[src/hw/rtl/jsu_pkg.sv]
// Package with the symbol codes and sequencer state codes of the Jacobi symbol unit.
package jsu_pkg;

    typedef logic signed [1:0] symbol_t;

    localparam symbol_t SYM_ZERO = 2'sb00;
    localparam symbol_t SYM_POS  = 2'sb01;
    localparam symbol_t SYM_NEG  = 2'sb11;

    localparam int OUT_TDATA_W = 8;

    localparam logic ST_IDLE = 1'b0;
    localparam logic ST_RUN  = 1'b1;

endpackage

[src/hw/rtl/jsu_step_unit.sv]
// One step of the binary Jacobi loop: halve an even numerator, or subtract and swap.
module jsu_step_unit #(
    parameter int OPERAND_WIDTH = 31
) (
    input  logic [OPERAND_WIDTH-1:0] a_in,
    input  logic [OPERAND_WIDTH-1:0] n_in,
    input  logic                     neg_in,
    output logic [OPERAND_WIDTH-1:0] a_out,
    output logic [OPERAND_WIDTH-1:0] n_out,
    output logic                     neg_out
);

    logic                     a_ge_n;
    logic [OPERAND_WIDTH-1:0] big;
    logic [OPERAND_WIDTH-1:0] small_op;
    logic [OPERAND_WIDTH-1:0] diff;
    logic                     flip;

    // The single shared compare and subtract of the datapath.
    assign a_ge_n   = (a_in >= n_in);
    assign big      = a_ge_n ? a_in : n_in;
    assign small_op = a_ge_n ? n_in : a_in;
    assign diff     = big - small_op;

    always_comb begin
        if (!a_in[0]) begin
            // Factor of two: (2/n) is -1 when n is 3 or 5 mod 8.
            a_out = a_in >> 1;
            n_out = n_in;
            flip  = (n_in[2:0] == 3'd3) || (n_in[2:0] == 3'd5);
        end else begin
            // Both odd: reciprocity swap when a < n, then reduce by subtraction.
            a_out = diff;
            n_out = a_ge_n ? n_in : a_in;
            flip  = !a_ge_n && (a_in[1:0] == 2'd3) && (n_in[1:0] == 2'd3);
        end
    end

    assign neg_out = neg_in ^ flip;

endmodule

[src/hw/rtl/jacobi_symbol_unit_top.sv]
// Top level of the Jacobi symbol unit: stream ports, sequencer and result register.
//
//  channel | dir | handshake                    | word contents
//  s_axis  | in  | s_axis_tvalid/s_axis_tready  | value_a, modulus_n
//  m_axis  | out | m_axis_tvalid/m_axis_tready  | symbol (tdata), invalid (tuser)
//
// One word runs through a single shared compare-and-subtract step, one step per cycle.
// Each step halves the numerator or subtracts the smaller operand, and every subtraction
// is followed by a halving.
// An even or zero modulus skips the steps and finishes with invalid set.
// Reset is synchronous and active low and clears the sequencer and output valid.
// A stalled result is held in the output register while the next word is taken.
module jacobi_symbol_unit_top import jsu_pkg::*; #(
    parameter int OPERAND_WIDTH = 31
) (
    input  logic                                     aclk,
    input  logic                                     aresetn,
    input  logic                                     s_axis_tvalid,
    output logic                                     s_axis_tready,
    // value_a [OPERAND_WIDTH-1:0], modulus_n [2*OPERAND_WIDTH-1:OPERAND_WIDTH], zero pad
    input  logic [((2*OPERAND_WIDTH+7)/8)*8-1:0]     s_axis_tdata,
    output logic                                     m_axis_tvalid,
    input  logic                                     m_axis_tready,
    // symbol [1:0] (two's complement), zero pad [7:2]
    output logic [OUT_TDATA_W-1:0]                   m_axis_tdata,
    // invalid [0]
    output logic                                     m_axis_tuser
);

    logic                     state_reg, state_next;
    logic [OPERAND_WIDTH-1:0] a_reg, a_next;
    logic [OPERAND_WIDTH-1:0] n_reg, n_next;
    logic                     neg_reg, neg_next;
    logic                     inv_reg, inv_next;
    logic                     out_valid_reg, out_valid_next;
    symbol_t                  out_sym_reg, out_sym_next;
    logic                     out_inv_reg, out_inv_next;

    logic [OPERAND_WIDTH-1:0] step_a;
    logic [OPERAND_WIDTH-1:0] step_n;
    logic                     step_neg;
    logic                     in_accept;
    logic                     done;
    logic                     out_free;
    symbol_t                  result_sym;

    jsu_step_unit #(
        .OPERAND_WIDTH(OPERAND_WIDTH)
    ) u_step (
        .a_in   (a_reg),
        .n_in   (n_reg),
        .neg_in (neg_reg),
        .a_out  (step_a),
        .n_out  (step_n),
        .neg_out(step_neg)
    );

    assign s_axis_tready = (state_reg == ST_IDLE);
    assign in_accept     = s_axis_tvalid && s_axis_tready;

    // The loop ends when the numerator reaches zero; an invalid modulus ends at once.
    assign done     = inv_reg || (a_reg == '0);
    assign out_free = !out_valid_reg || m_axis_tready;

    // The symbol is the collected sign when the modulus ends at one, otherwise zero.
    always_comb begin
        if (inv_reg) begin
            result_sym = SYM_ZERO;
        end else if (n_reg == OPERAND_WIDTH'(1)) begin
            result_sym = neg_reg ? SYM_NEG : SYM_POS;
        end else begin
            result_sym = SYM_ZERO;
        end
    end

    always_comb begin
        state_next     = state_reg;
        a_next         = a_reg;
        n_next         = n_reg;
        neg_next       = neg_reg;
        inv_next       = inv_reg;
        out_valid_next = out_valid_reg && !m_axis_tready;
        out_sym_next   = out_sym_reg;
        out_inv_next   = out_inv_reg;
        case (state_reg)
            ST_IDLE: begin
                if (in_accept) begin
                    a_next     = s_axis_tdata[OPERAND_WIDTH-1:0];
                    n_next     = s_axis_tdata[2*OPERAND_WIDTH-1:OPERAND_WIDTH];
                    neg_next   = 1'b0;
                    // Zero is even, so bit 0 alone flags a bad modulus.
                    inv_next   = !s_axis_tdata[OPERAND_WIDTH];
                    state_next = ST_RUN;
                end
            end
            ST_RUN: begin
                if (done) begin
                    if (out_free) begin
                        out_valid_next = 1'b1;
                        out_sym_next   = result_sym;
                        out_inv_next   = inv_reg;
                        state_next     = ST_IDLE;
                    end
                end else begin
                    a_next   = step_a;
                    n_next   = step_n;
                    neg_next = step_neg;
                end
            end
            default: begin
                state_next = ST_IDLE;
            end
        endcase
    end

    always_ff @(posedge aclk) begin
        if (!aresetn) begin
            state_reg     <= ST_IDLE;
            out_valid_reg <= 1'b0;
        end else begin
            state_reg     <= state_next;
            out_valid_reg <= out_valid_next;
        end
    end

    always_ff @(posedge aclk) begin
        a_reg       <= a_next;
        n_reg       <= n_next;
        neg_reg     <= neg_next;
        inv_reg     <= inv_next;
        out_sym_reg <= out_sym_next;
        out_inv_reg <= out_inv_next;
    end

    assign m_axis_tvalid = out_valid_reg;
    assign m_axis_tdata  = {{(OUT_TDATA_W-2){1'b0}}, out_sym_reg};
    assign m_axis_tuser  = out_inv_reg;

endmodule

[config.mk]
export PLATFORM = sky130hd
export DESIGN_NAME = jacobi_symbol_unit_top
export DESIGN_NICKNAME = d
export VERILOG_FILES = /design/src/hw/rtl/jsu_pkg.sv /design/src/hw/rtl/jsu_step_unit.sv /design/src/hw/rtl/jacobi_symbol_unit_top.sv
export SDC_FILE = /design/constraint.sdc
export NUM_CORES = 1
export LEC_CHECK = 0
export ABC_AREA = 0
export BUFFER_PORTS_ARGS = -buffer_cell sky130_fd_sc_hd__buf_2
export CORE_ASPECT_RATIO = 1.5
export CORE_MARGIN = 2
export CORE_UTILIZATION = 45
export CTS_CLUSTER_SIZE = 40
export DETAILED_ROUTE_END_ITERATION = 10
export PLACE_DENSITY = 0.78
export SKIP_LAST_GASP = 1
export SYNTH_ARGS = -nofsm -noshare
export SYNTH_HDL_FRONTEND = slang
export SYNTH_SLANG_ARGS = --single-unit
[constraint.sdc]
create_clock -name aclk -period 4.9 [get_ports aclk]
set_clock_uncertainty 0.05 [all_clocks]
set_input_delay 0.735 -clock aclk [delete_from_list [all_inputs] [get_ports aclk]]
set_output_delay 0.735 -clock aclk [all_outputs]
set_load 0.005 [all_outputs]
# Yosys cells after proc, flatten, opt, wreduce, memory -nomap -nowiden
# Index checks and enable logic that the tools add are counted.
op_classes:
  eq_ne: 9
  n_addsub: 1
  magnitude_cmp: 1
  bitwise: 3
  reduce_logical: 17
  n_mux: 23
op_table:
  columns: ["cell", "count"]
  rows:
  - ["31-bit two-way mux", 9]
  - ["31-bit case mux with 2 select lines", 2]
  - ["31-bit by 1-bit equality test with 1-bit output, second input constant", 1]
  - ["31-bit greater-or-equal comparator", 1]
  - ["31-bit zero test", 1]
  - ["31-bit subtractor", 1]
  - ["1-bit two-way mux", 9]
  - ["2-bit equality test, second input constant", 2]
  - ["1-bit logical AND", 4]
  - ["1-bit zero test", 4]
  - ["2-bit by 1-bit != test with 1-bit output, second input constant", 2]
  - ["2-bit != test, second input constant", 2]
  - ["1-bit case mux with 2 select lines", 2]
  - ["2-bit AND reduction", 2]
  - ["4-bit AND reduction", 1]
  - ["3-bit by 2-bit equality test with 1-bit output, second input constant", 1]
  - ["3-bit equality test, second input constant", 1]
  - ["1-bit logical OR", 3]
  - ["3-bit AND reduction", 1]
  - ["2-bit two-way mux", 1]
  - ["1-bit NOT", 2]
  - ["2-bit OR reduction", 1]
  - ["1-bit bitwise XOR", 1]
word_totals:
  ff_bits: 69
  out_inout_bits: 11
  inputBits: 68
  elab_cells: 62

# Depth between registers and ports, before layout
depth:
  ltp_word: 8
  mapped_depth: 26
  depth_no_buf: 21

# Modules after synthesis
# A second synthesis with hierarchy kept.
unflattened:
  hier_cells: 729
  hier_area_um2: 6642.6
by_module_without_submodules:
  columns: ["mod", "seq_area_each_um2", "cells_each", "area_per_inst_um2", "n_inst"]
  rows:
  - ["jsu_step_unit", 0.0, 546, 3568.4, 1]
  - ["jacobi_symbol_unit_top", 2052.0, 183, 3074.2, 1]

# Worst setup path after synthesis
# No wires, ideal clock.
synth_timing:
  kind: "flip-flop to flip-flop"
  startpoint: "register a_reg[4]"
  endpoint: "register n_reg[0] (enable)"
  setup_slack_ns: -0.077
  arrival_time_ns: 4.461
  path_stages_with_launch: 11
  synth_period_minus_slack_ns: 4.977
  setup_time_ns: 0.467
  t_required_ns: 4.383
  n_path_buf: 2
  path_cell_list: "edfxtp_1 -> ha_1 -> buf_6 -> a211oi_2 -> nor2_1 -> o311ai_2 -> a21oi_2 -> nor3b_4 -> buf_4 -> nand2_1 -> a21boi_0"
synth_via:
  elab_chain_cells: 4
  elab_cells_between_ends: 6
  cone_classes: "1 x order compare; 2 x eq/ne; 3 x reduce/logical"
synth_rtl:
  columns: ["element", "line_no", "rtl"]
  rows:
  - ["start: declaration", "jacobi_symbol_unit_top.sv:31", "logic [OPERAND_WIDTH-1:0] a_reg, a_next;"]
  - ["start signal: assignment", "jacobi_symbol_unit_top.sv:127", "a_reg <= a_next;"]
  - ["parallel branches: the longest is 3 deep, another holds 31-bit greater-or-equal comparator", null, null]
  - ["4-bit AND reduction (no line) *", null, null]
  - ["end signal: assignment", "jacobi_symbol_unit_top.sv:128", "n_reg <= n_next;"]
  - ["end: declaration", "jacobi_symbol_unit_top.sv:32", "logic [OPERAND_WIDTH-1:0] n_reg, n_next;"]
# Every way passes the cells marked *.
# A chain may end at the register's enable or synchronous reset.

# Worst setup path after layout
layout_timing:
  startpoint: "register n_reg[2]"
  endpoint: "register a_reg[28], data pin"
layout_via:
  elab_chain_cells: 6
  elab_cells_between_ends: 7
  cone_classes: "1 x add/sub; 1 x order compare; 5 x mux"
layout_rtl:
  columns: ["element", "line_no", "rtl"]
  rows:
  - ["31-bit greater-or-equal comparator", "jsu_step_unit.sv:20", "assign a_ge_n = (a_in >= n_in);"]
  - ["31-bit two-way mux (on tied branches)", "jsu_step_unit.sv:21, jsu_step_unit.sv:22", null]
  - ["31-bit subtractor *", "jsu_step_unit.sv:23", "assign diff = big - small_op;"]
  - ["31-bit two-way mux *", "jsu_step_unit.sv:26", "if (!a_in[0]) begin"]
  - ["31-bit two-way mux *", "jacobi_symbol_unit_top.sv:97", "if (done) begin"]
  - ["31-bit case mux with 2 select lines *", "jacobi_symbol_unit_top.sv:85", "case (state_reg)"]
  - ["named net a_next[28]", "jacobi_symbol_unit_top.sv:31", null]
# Mark *: on every way through the listed nets, which the timed path passes. The rest lies on a longest branch. The select of a mux whose other input is x is not followed.

==> run_results.csv <==
group,metric,value,unit
detailed_routing,num_vias,5266,
detailed_routing,drt_iter0_drc,277,
floorplanning,coreArea,13000,µm²
cells_and_area,n_antenna_cell,0,
clocking,numCtsBuffers,9,
cells_and_area,layout-drive-gt1-share,25.1,%
critical_path,crit_fanout,8,
critical_path,end_kind,"register",
clocking,cts_setup_buffers,0,
detailed_routing,drcViolationCount,0,
detailed_routing,vias_per_cell,5.87,
placed_design,gp_congestion,0.947,
synthesis,synth_top_cell_area_share,33.4,%
pwr,leakage,2.86,nW
detailed_routing,drt_pass1_iterations,5,
global_route,grt_pass1_wl,26600,µm
detailed_routing,wl,16800,µm
clocking,path_clk_slew,0.06,ns
synthesis,synth-edff-count,67,
synthesis,synth.cell_area,6020,µm²
timing,slew_viol_final,0,
placed_design,io_buffer_count,70,
timing,hold_viol_final,0,
synthesis,synth_top_area_cell,"edfxtp_1",
critical_path,cp.arrival,4.68,ns
pwr,ir_drop,0.185,mV
timing,finalSetupViolations,0,
cells_and_area,multi_input_area,3650,µm²
clocking,clk_path_buf_depth,2,
global_route,grt_max_degree,67,
floorplanning,die_w,98.4,µm
clocking,insertion_delay,0.34,ns
floorplanning,dieArea,14300,µm²
clocking,cts.sinks,69,
clocking,hold_buffers,0,
floorplanning,start_util,46.3,%
placed_design,dpl_cell_area,6630,µm²
min_path,hold_path.class,"register to register",
global_route,grtUsageTotal,23.4,%
synthesis,synth_cells,655,
floorplanning,io_pins,79,
global_route,grt-ovfl-total,0,
detailed_routing,routedWlPerCell,18.8,µm
timing,tightest_slew,0.901,ns
flow_run,cap_violations,0,
global_route,antenna_found_initial,0,
cells_and_area,design_area,6960,µm²
cells_and_area,fin_nets,833,
critical_path,critPathLaunchType,"register",
critical_path,crit_type,"register to register",
critical_path,cp.required,4.92,ns
synthesis,async_flop_share,0,%
synthesis,ys.flop_type,"edfxtp_1",
synthesis,synth_sequential_area_ratio,34.1,%
clocking,cts_tree,"yes",
timing,fin_crit_sh,95.0,%
synthesis,ys_warn_count,0,
clocking,htreeDepth,3,
pwr,power.density,421,nW/µm²
status,status,"finished, final reports clean",
placed_design,hpwl,12700,µm
synthesis,avgSynthCellArea,9.19,µm²
synthesis,synthTopCellsByArea,"edfxtp_1, ha_1, mux2_2",
cells_and_area,ff_latch_area,2050,µm²
timing,timing.slew.headroom,39.7,%
floorplanning,fp-row-count,51,
placed_design,dp_worst_setup_slack,0.108,ns
clocking,cts_resized,0,
cells_and_area,area_growth,15.5,%
timing,period_needed,4.66,ns
timing,fin_ws,0.243,ns
detailed_routing,detail-route-antenna-nets,0,
synthesis,ys_ff_latch,69,
clocking,cts_root_buf,"clkbuf_16",
synthesis,yosysUniqueCellTypes,71,
cells_and_area,fillers,1247,
floorplanning,die_h,146,µm
global_route,grt_pass1_vias,5326,
timing,max_freq,215,MHz
[metrics by stage]
stage / setup TNS [ns] / std cells / hold slack (ns) / total power (W) / util, %
2_1_floorplan: 0 / 660 / 0.395 / 0.00189 / -
3_3_place_gp: 0 / 881 / 0.444 / 0.00223 / 50.9
3_5_place_dp: 0 / 881 / 0.500 / 0.00224 / 50.9
4_1_cts: 0 / 897 / 0.508 / 0.00291 / 53.2
5_1_grt: -0.000376 / 897 / 0.531 / 0.00309 / 53.4
6_report: 0 / 897 / 0.514 / 0.00293 / 53.4
[path summary, 6_finish.rpt]
check                startpoint             to  slack [ns]  cells past startpoint
setup / recovery       n_reg[2]      a_reg[28]        0.24                     21
hold / removal    m_axis_tvalid  m_axis_tvalid        0.51                      2
hold reg to reg   m_axis_tvalid  m_axis_tvalid        0.51                      2
setup reg to reg       n_reg[2]      a_reg[28]        0.24                     21
[synthesized netlist by cell type, types with 3 or more instances]
cell type   n
edfxtp_1   67
a21oi_1    66
nor2_1     59
nand2_1    42
inv_1      39
ha_1       32
mux2_2     32
mux2i_1    29
o21ai_0    23
xnor2_1    23
nor2b_1    22
nor4_1     16
a21o_1     15
buf_2      13
clkbuf_1   11
nand3_1    11
nand2b_1   10
nand4_1    10
nor3_1     10
o21ai_1    10
a31oi_1     9
a211oi_1    8
a22oi_1     8
buf_4       7
xor2_1      7
buf_1       6
o22ai_1     6
buf_6       4
o221ai_1    4
and3_1      3
o21a_1      3
[critical path, stage by stage (launching register included)]
cell,delay [ns]
edfxtp_1,0.42
inv_1,0.14
ha_2,0.34
a21oi_2,0.16
a21oi_1,0.10
o311ai_2,0.29
a21oi_2,0.12
or3b_2,0.53
nor2_1,0.13
a21oi_1,0.06
ha_1,0.22
o21ai_0,0.15
o21ai_0,0.09
a21oi_1,0.20
o21a_2,0.20
nor4_4,0.05
o31ai_2,0.27
nand3_2,0.15
a21oi_2,0.26
o21ai_1,0.10
xnor2_1,0.22
o21ai_0,0.11
[layout make-up]
cell class / count / area share [%]
clock buffers: 10 / 3.44
clock inverters: 6 / 0.899
inverters: 40 / 2.16
multi-input cells: 509 / 52.4
flip-flops and latches: 69 / 29.5
well taps: 159 / 2.86
repair buffers: 104 / 8.71
[power by group]
part	leakage [nW]	total, W	internal, W	switching, W
Combinational	2.05	0.00142	0.000606	0.000815
Sequential	0.671	0.000839	0.000759	0.0000801
Clock	0.140	0.000669	0.000406	0.000263
Total	2.86	0.00293	0.00177	0.00116
[layer usage]
layer / up-vias / track usage (%) / wire [µm]
met1: 2485 / 26.2 / 6580
met5: - / 0 / 0
met4: 0 / 10.7 / 699
met2: 164 / 43.4 / 8950
met3: 42 / 2.69 / 599
li1: 2575 / - / -
[cell families (layout without fill, tap and decap cells)]
group / count (synthesis) / count (layout) / synth area share [%]
compound gates: 182 / 182 / 20.3
xor+xnor: 30 / 30 / 4.36
fa+ha+maj: 32 / 32 / 6.65
buf+inv: 82 / 160 / 6.34
flops: 69 / 69 / 34.1
mux: 64 / 64 / 11.8
other cells: 1 / 6 / 0.0623
simple gates: 195 / 195 / 16.4
[placed cells by master, fill, tap and decap left out, drive strengths merged, types with 4 or more instances in the layout]
cell and count:
nand2b 10, nor3 10, buf 104, o22ai 6, a22oi 8, nand2 42, nor2 59, inv 39
edfxtp 67, a21oi 68, a31oi 10, nor2b 22, xor2 7, xnor2 23, conb 6, a21o 15
ha 32, mux2i 32, nor4 17, nand4 11, o221ai 4, nand3 11, o21ai 34, mux2 32
clkbuf 10, a211oi 9
(Power assumes the default switching activity.)
